--- config.mk ---
export PLATFORM = sky130hd
export DESIGN_NAME = plel_cell
export DESIGN_NICKNAME = d
export VERILOG_FILES = /design/src/rtl/core/positional_list_engine_assert.svh /design/src/rtl/core/plel_pkg.sv /design/src/rtl/core/plel_cell.sv
export SDC_FILE = /design/constraint.sdc
export NUM_CORES = 1
export LEC_CHECK = 0
export ABC_AREA = 1
export BUFFER_PORTS_ARGS = -buffer_cell sky130_fd_sc_hd__buf_2
export CAP_MARGIN = 20
export CORE_AREA = 2 2 137 139
export CTS_BUF_LIST = sky130_fd_sc_hd__clkbuf_16
export CTS_CLUSTER_DIAMETER = 60
export CTS_CLUSTER_SIZE = 16
export DETAILED_ROUTE_END_ITERATION = 6
export DIE_AREA = 0 0 139 141
export MAX_ROUTING_LAYER = met4
export PLACE_DENSITY = 0.76
export REMOVE_ABC_BUFFERS = 1
export SYNTH_ARGS = -nofsm -noshare
export SYNTH_HDL_FRONTEND = slang
export SYNTH_SLANG_ARGS = --single-unit
export TNS_END_PERCENT = 100
--- constraint.sdc ---
create_clock -name clock -period 4.8 [get_ports clock]
set_clock_uncertainty 0.15 [all_clocks]
set_input_delay 0.48 -clock clock [delete_from_list [all_inputs] [get_ports clock]]
set_output_delay 0.48 -clock clock [all_outputs]
set_load 0.005 [all_outputs]
--- src/rtl/core/positional_list_engine_assert.svh ---
// Assertion macros for the positional list engine.
// Included by the module that checks its own behavior; needs nothing else.
`ifndef POSITIONAL_LIST_ENGINE_ASSERT_SVH
`define POSITIONAL_LIST_ENGINE_ASSERT_SVH
`ifndef SYNTHESIS
`define PLE_ASSERT(label, clk, rst, prop) \
   label: assert property (@(posedge clk) disable iff (rst) (prop)) \
      else $error("positional list engine check failed");
`define PLE_ASSERT_IMPL(label, clk, rst, ante, cons) \
   label: assert property (@(posedge clk) disable iff (rst) (ante) |-> (cons)) \
      else $error("positional list engine check failed");
`define PLE_ASSERT_NEXT(label, clk, rst, ante, cons) \
   label: assert property (@(posedge clk) disable iff (rst) (ante) |=> (cons)) \
      else $error("positional list engine check failed");
`else
`define PLE_ASSERT(label, clk, rst, prop)
`define PLE_ASSERT_IMPL(label, clk, rst, ante, cons)
`define PLE_ASSERT_NEXT(label, clk, rst, ante, cons)
`endif
`endif

--- src/rtl/core/plel_pkg.sv ---
// Shared types, constants and the double compare for the positional list engine.
// Used by plel_cell and positional_list_engine; depends on nothing.
package plel_pkg;

   localparam int CAPACITY = 16;
   localparam int IDX_W = (CAPACITY > 1) ? $clog2(CAPACITY) : 1;
   localparam int CNT_W = $clog2(CAPACITY + 1);
   localparam int POS_W = 5;
   localparam int DATA_W = 64;
   localparam int CMP_W = POS_W + CNT_W;

   localparam logic [DATA_W-2:0] EXP_MASK = 63'h7FF0_0000_0000_0000;

   typedef enum logic [2:0] {
      MODE_INSERT = 3'd0,
      MODE_DELETE = 3'd1,
      MODE_SEARCH = 3'd2,
      MODE_READ   = 3'd3,
      MODE_WRITE  = 3'd4
   } mode_type;

   typedef enum logic [1:0] {
      ST_OK    = 2'd0,
      ST_RANGE = 2'd1,
      ST_FULL  = 2'd2
   } status_type;

   typedef struct packed {
      logic              do_insert;
      logic              do_delete;
      logic              do_write;
      logic              do_read;
      logic [CMP_W-1:0]  target;
      logic [CMP_W-1:0]  count;
      logic [DATA_W-1:0] value;
   } cell_cmd_type;

   function automatic logic is_nan(input logic [DATA_W-1:0] x);
      is_nan = x[DATA_W-2:0] > EXP_MASK;
   endfunction

   function automatic logic dbl_equal(input logic [DATA_W-1:0] a,
                                      input logic [DATA_W-1:0] b);
      logic both_zero;
      both_zero = (a[DATA_W-2:0] == '0) && (b[DATA_W-2:0] == '0);
      dbl_equal = !is_nan(a) && !is_nan(b) && (both_zero || (a == b));
   endfunction

endpackage

--- src/rtl/core/plel_cell.sv ---
// One storage cell of the list row: holds one word and shifts with its neighbors.
// Depends on plel_pkg.
module plel_cell (
   input  logic                           clock,
   input  plel_pkg::cell_cmd_type         cmd,
   input  logic [plel_pkg::IDX_W-1:0]     cell_index,
   input  logic [plel_pkg::DATA_W-1:0]    left_data,
   input  logic [plel_pkg::DATA_W-1:0]    right_data,
   output logic [plel_pkg::DATA_W-1:0]    data,
   output logic                           match,
   output logic [plel_pkg::DATA_W-1:0]    sel_data
);

   logic [plel_pkg::DATA_W-1:0] data_ff;
   logic [plel_pkg::DATA_W-1:0] data_in;
   logic [plel_pkg::CMP_W-1:0]  my_idx;

   assign my_idx = plel_pkg::CMP_W'(cell_index);

   always_comb begin
      data_in = data_ff;
      if (cmd.do_insert) begin
         if (my_idx > cmd.target) begin
            data_in = left_data;
         end else if (my_idx == cmd.target) begin
            data_in = cmd.value;
         end
      end else if (cmd.do_delete) begin
         if (my_idx >= cmd.target) begin
            data_in = right_data;
         end
      end else if (cmd.do_write && (my_idx == cmd.target)) begin
         data_in = cmd.value;
      end
   end

   always_ff @(posedge clock) begin
      data_ff <= data_in;
   end

   assign data     = data_ff;
   assign match    = (my_idx < cmd.count) && plel_pkg::dbl_equal(data_ff, cmd.value);
   assign sel_data = (cmd.do_read && (my_idx == cmd.target)) ? data_ff : '0;

endmodule

; Word level (Yosys, flattened, before mapping)
; Cells that the tools add are included.
[word_totals]
register_bits = 64
latch_bits = 0
out_inout_bits = 129
mem_bits_rw = 0
elab_cells = 30
mem_count = 0
rom_bits = 0
[classes]
addsub = 0
bitwise_logic = 0
n_mul = 0
mux = 7
n_div = 0
eq_ne = 4
shifts = 0
n_lt_le_gt_ge = 5
reduce_logical = 13
[ops]
columns = operator, count
row1 = 64-bit two-way mux, 7
row2 = 63-bit > comparator (second input constant), 2
row3 = 63-bit zero test, 2
row4 = 64-bit == test, 1
row5 = 4-bit by 10-bit == test with 1-bit output, 1
row6 = 4-bit by 10-bit >= comparator with 1-bit output, 1
row7 = 4-bit by 10-bit > comparator with 1-bit output, 1
row8 = 4-bit by 10-bit less-than comparator with 1-bit output, 1
row9 = 1-bit logical AND, 6
row10 = 3-bit by 1-bit inequality test with 1-bit output (second input constant), 2
row11 = 3-bit AND reduction, 1
row12 = 3-bit nonzero test, 1
row13 = 1-bit zero test, 2
row14 = 1-bit logical OR, 1

; Depth between registers and ports, before layout
[depth]
ltp_word = 5
depth_mapped = 12
depth_no_buf = 10

; Worst setup path after synthesis
; OpenSTA, ideal clock, no wires.
[synth_path]
path_kind = input-to-reg
from = input port cmd[77] (netlist bit)
to = register data_ff, in the netlist data[0] (enable)
path_slack_ns = -0.270
path_buffers = 0
path_stages = 7
arrival_time_ns = 4.413
t_required_ns = 4.143
setup_time_ns = 0.507
cell_sequence = inv_1 > ha_1 > nand3_2 > nand3b_4 > nor2_2 > nand2_1 > a21oi_1
[synth_between]
elab_chain_len = 4
word_cells_on_any_way = 8
[synth_lines]
columns = item, line_no
row1 = start: declaration, plel_cell.sv:5  ; input plel_pkg::cell_cmd_type cmd,
row2 = "parallel branches: the longest is 3 deep, another holds 4-bit by 10-bit > comparator with 1-bit output", n/a
row3 = 3-bit AND reduction (no line) (*), n/a
row4 = end signal: assignment, plel_cell.sv:38  ; data_ff <= data_in;
row5 = end: declaration, plel_cell.sv:14  ; logic [plel_pkg::DATA_W-1:0] data_ff;
; Every way passes the cells marked *.
; A chain may end at the register's enable or synchronous reset.

; Final worst setup path
[layout_path]
from = input port cell_index[3] (netlist bit)
to = output port sel_data[42] (netlist bit)
[layout_between]
elab_chain_len = 3
[layout_lines]
columns = item, line_no
row1 = start: declaration, plel_cell.sv:6  ; input logic [plel_pkg::IDX_W-1:0] cell_index,
row2 = 4-bit by 10-bit == test with 1-bit output, plel_cell.sv:43  ; assign sel_data = (cmd.do_read && (my_idx == cmd.target)) ? data_ff : '0;
row3 = 1-bit logical AND, plel_cell.sv:43
row4 = 64-bit two-way mux, plel_cell.sv:43
row5 = end: declaration, plel_cell.sv:11  ; output logic [plel_pkg::DATA_W-1:0] sel_data
; No other way between the ends.

==> summary.txt <==
GRT
  – Remaining global-route overflow: 0
  – Largest net degree at the start of global routing: 65
  – Number of global-route vias before repair: around 6800
  – First-pass GRT wire length: 36600 um
  – Gr usage total: 24.3%
  – Antenna violations before repair: 2

Clock network
  – CTS tree: built
  – Num CTS Buffers: 9
  – Clock buffer depth: 2
  – # Post-CTS Setup Buffers: 0
  – Hold buffer count at CTS: 0
  – CTS clk-pin slew, worst paths: 0.06 ns
  – Root Driver: clkbuf_16
  – Sink Count: 64
  – H-tree depth: 3
  – Cts repair resizes: 0

STA
  – Final setup TNS: 0 ns
  – Post-route setup slack: 1.65 ns
  – Final hold violations: 0
  – Worst Tran Pin Value: between 1 and 1.5 ns
  – Min Clock Period, post-route: 3.15 ns
  – Hold WS: 0.284 ns
  – Period utilization: roughly 66%
  – Final setup vio count: 0
  – RSZ-0062 raised after global routing: false
  – Max-slew headroom: 31.9%
  – Fmax: 0.317 GHz
  – Final Max Slew Viols: 0

Pwr
  – PwrDens: 187 nW/um^2
  – Leak Pwr: 4.95 nW
  – VDD IR max: roughly 0.15 mV
  – Total Power: 1.64 mW

Placed design
  – Placer Congestion: 0.959
  – Cells after DPL: approximately 1500
  – Setup WS pre-CTS: 1.65 ns
  – Buffers added on ports: 349
  – Placed Instance Area: about 8500 um^2
  – Final HPWL DP: 18800 um

Yosys
  – Post-synth EDFFs: between 60 and 70
  – Seq/Total Area, Yosys: 28.9%
  – Seq cells post-synth: between 60 and 70
  – Avg Inst Size Synth: approximately 7 um^2
  – Post-Syn Instances: 953
  – Ys async rst share: 0%
  – Warnings from Yosys: 0
  – Post-synth cell types: 30
  – Synth Flop Type: edfxtp_1
  – Post-Syn Area: 6650 um^2

Detailed routing
  – Initial DRC count: between 400 and 500
  – Final WL: between 20000 and 25000 um
  – Vias per inst: around 5.0
  – ANT nets after route: 0
  – DRC Markers: 0
  – Drt wl/cell: 15.9 um
  – Vias: 7584
  – First drt pass iteration count: 5

Worst setup path
  – Element type at the critical path end: output pin
  – Worst Path Required: between 4 and 5 ns
  – WS Path Type: in2out
  – Slowest stage delay, CP: 0.45 ns
  – CP max stage cell: nand2_2
  – Crit path cell chain: buf_2, ha_1, nand3_2, nand3b_4, nor2_2, nand2_2, buf_4, nor2_1, buf_2
  – Crit path from: cell_index[3]
  – Setup crit start kind: input pin
  – CP arrival: 2.52 ns
  – CP Capture Point: sel_data[42]
  – Most used cell, CP: buf_2
  – Max FO, Critical Path: 36

Finish
  – Post-layout nets: about 1500
  – Max FFs per register: 64
  – Final instance area: 8750 um^2
  – Fin util: 47.9%
  – Finished Layout Cells: 1526
  – Area grow syn2layout: 31.5%
  – Share of layout cells above drive strength 1: 39.2%
  – Fillers: roughly 1900

Floorplanning
  – Die Y: 141 um
  – Row Count: 50
  – Initial Util: 36.4%
  – Core Region: 18300 um^2
  – Top-Level Pins: 350
  – Area of the die: 19600 um^2
  – Horiz. Die Dim: 139 um

Min path
  – Worst min-delay path class: in2reg
  – Hold path depth: 3

Status
  – Outcome: complete, no violations

Flow run
  – Max Cap Violations: 0
-- layout make-up --
cell class	count	area (um^2)	area share, %
well taps	234	293	3.35
repair buffers	362	1860	21.3
inverters	139	522	5.96
clock inverters	6	52.6	0.601
multi-input cells	710	3870	44.2
clock buffers	9	225	2.57
diodes	2	5.00	0.0572
flip-flops and latches	64	1920	22.0
-- synth_stat cells (2+ instances only) --
master / count / share of area, %
nand3_1: 21 / 1.6
nand4_1: 7 / 0.66
buf_8: 3 / 0.68
nand2_1: 287 / 16
edfxtp_1: 64 / 29
ha_1: 7 / 1.3
nor2_1: 170 / 9.6
xor2_1: 8 / 1.1
clkbuf_1: 13 / 0.73
nand2_2: 57 / 5.4
inv_1: 139 / 7.8
o211ai_2: 64 / 12
buf_6: 3 / 0.51
buf_4: 6 / 0.68
a22oi_1: 64 / 7.2
and2_1: 2 / 0.19
buf_12: 8 / 2.4
nor3_1: 6 / 0.45
buf_2: 6 / 0.45
a21oi_1: 8 / 0.60
-- logic make-up after synthesis --
family	synth area share, %
AND/OR/NAND/NOR	35.1
buffers and inverters	13.4
AO/OA/AOI/OAI	20.3
flip-flops	28.9
XOR/XNOR	1.05
adder cells (fa/ha/maj)	1.32
-- report_power, final --
| group | switching (mW) | internal, mW |
|---|---|---|
| Combinational | 0.203 | 0.157 |
| Clock | 0.253 | 0.393 |
| Sequential | 0.00444 | 0.627 |
| Total | 0.460 | 1.18 |
-- cell usage in the layout, fill, tap and decap left out, types with 9 or more instances in the layout --
master,netlist,final
buf_2,6,348
nand2_1,287,287
nor2_1,170,168
inv_1,139,140
o211ai_2,64,64
a22oi_1,64,64
edfxtp_1,64,64
nand2_2,57,57
nand3_1,21,21
buf_4,6,13
clkbuf_16,0,9
-- metal layers --
metal	GRT usage (%)	wire, um	vias up
met4	8.56	760	0
met5	-	0	-
met2	39.8	11700	355
met1	31.1	10200	3430
li1	-	-	3747
met3	2.99	1650	52
-- critical path, delay by kind of cell --
family | cells | cell delay (ns)
and+or+nand+nor | 5 | 1.04
buffers and inverters | 3 | 0.68
adders and majority gates | 1 | 0.30
-- worst min path at each step --
stage	from	to	slack, ns
finish	right_data[7]	data[7]	0.28
global route	right_data[5]	data[5]	0.29
CTS	right_data[38]	data[38]	0.27
detailed placement	right_data[59]	data[59]	0.63
global placement	right_data[20]	data[20]	0.62
floorplan	right_data[10]	data[10]	0.53
(Power assumes the default switching activity.)
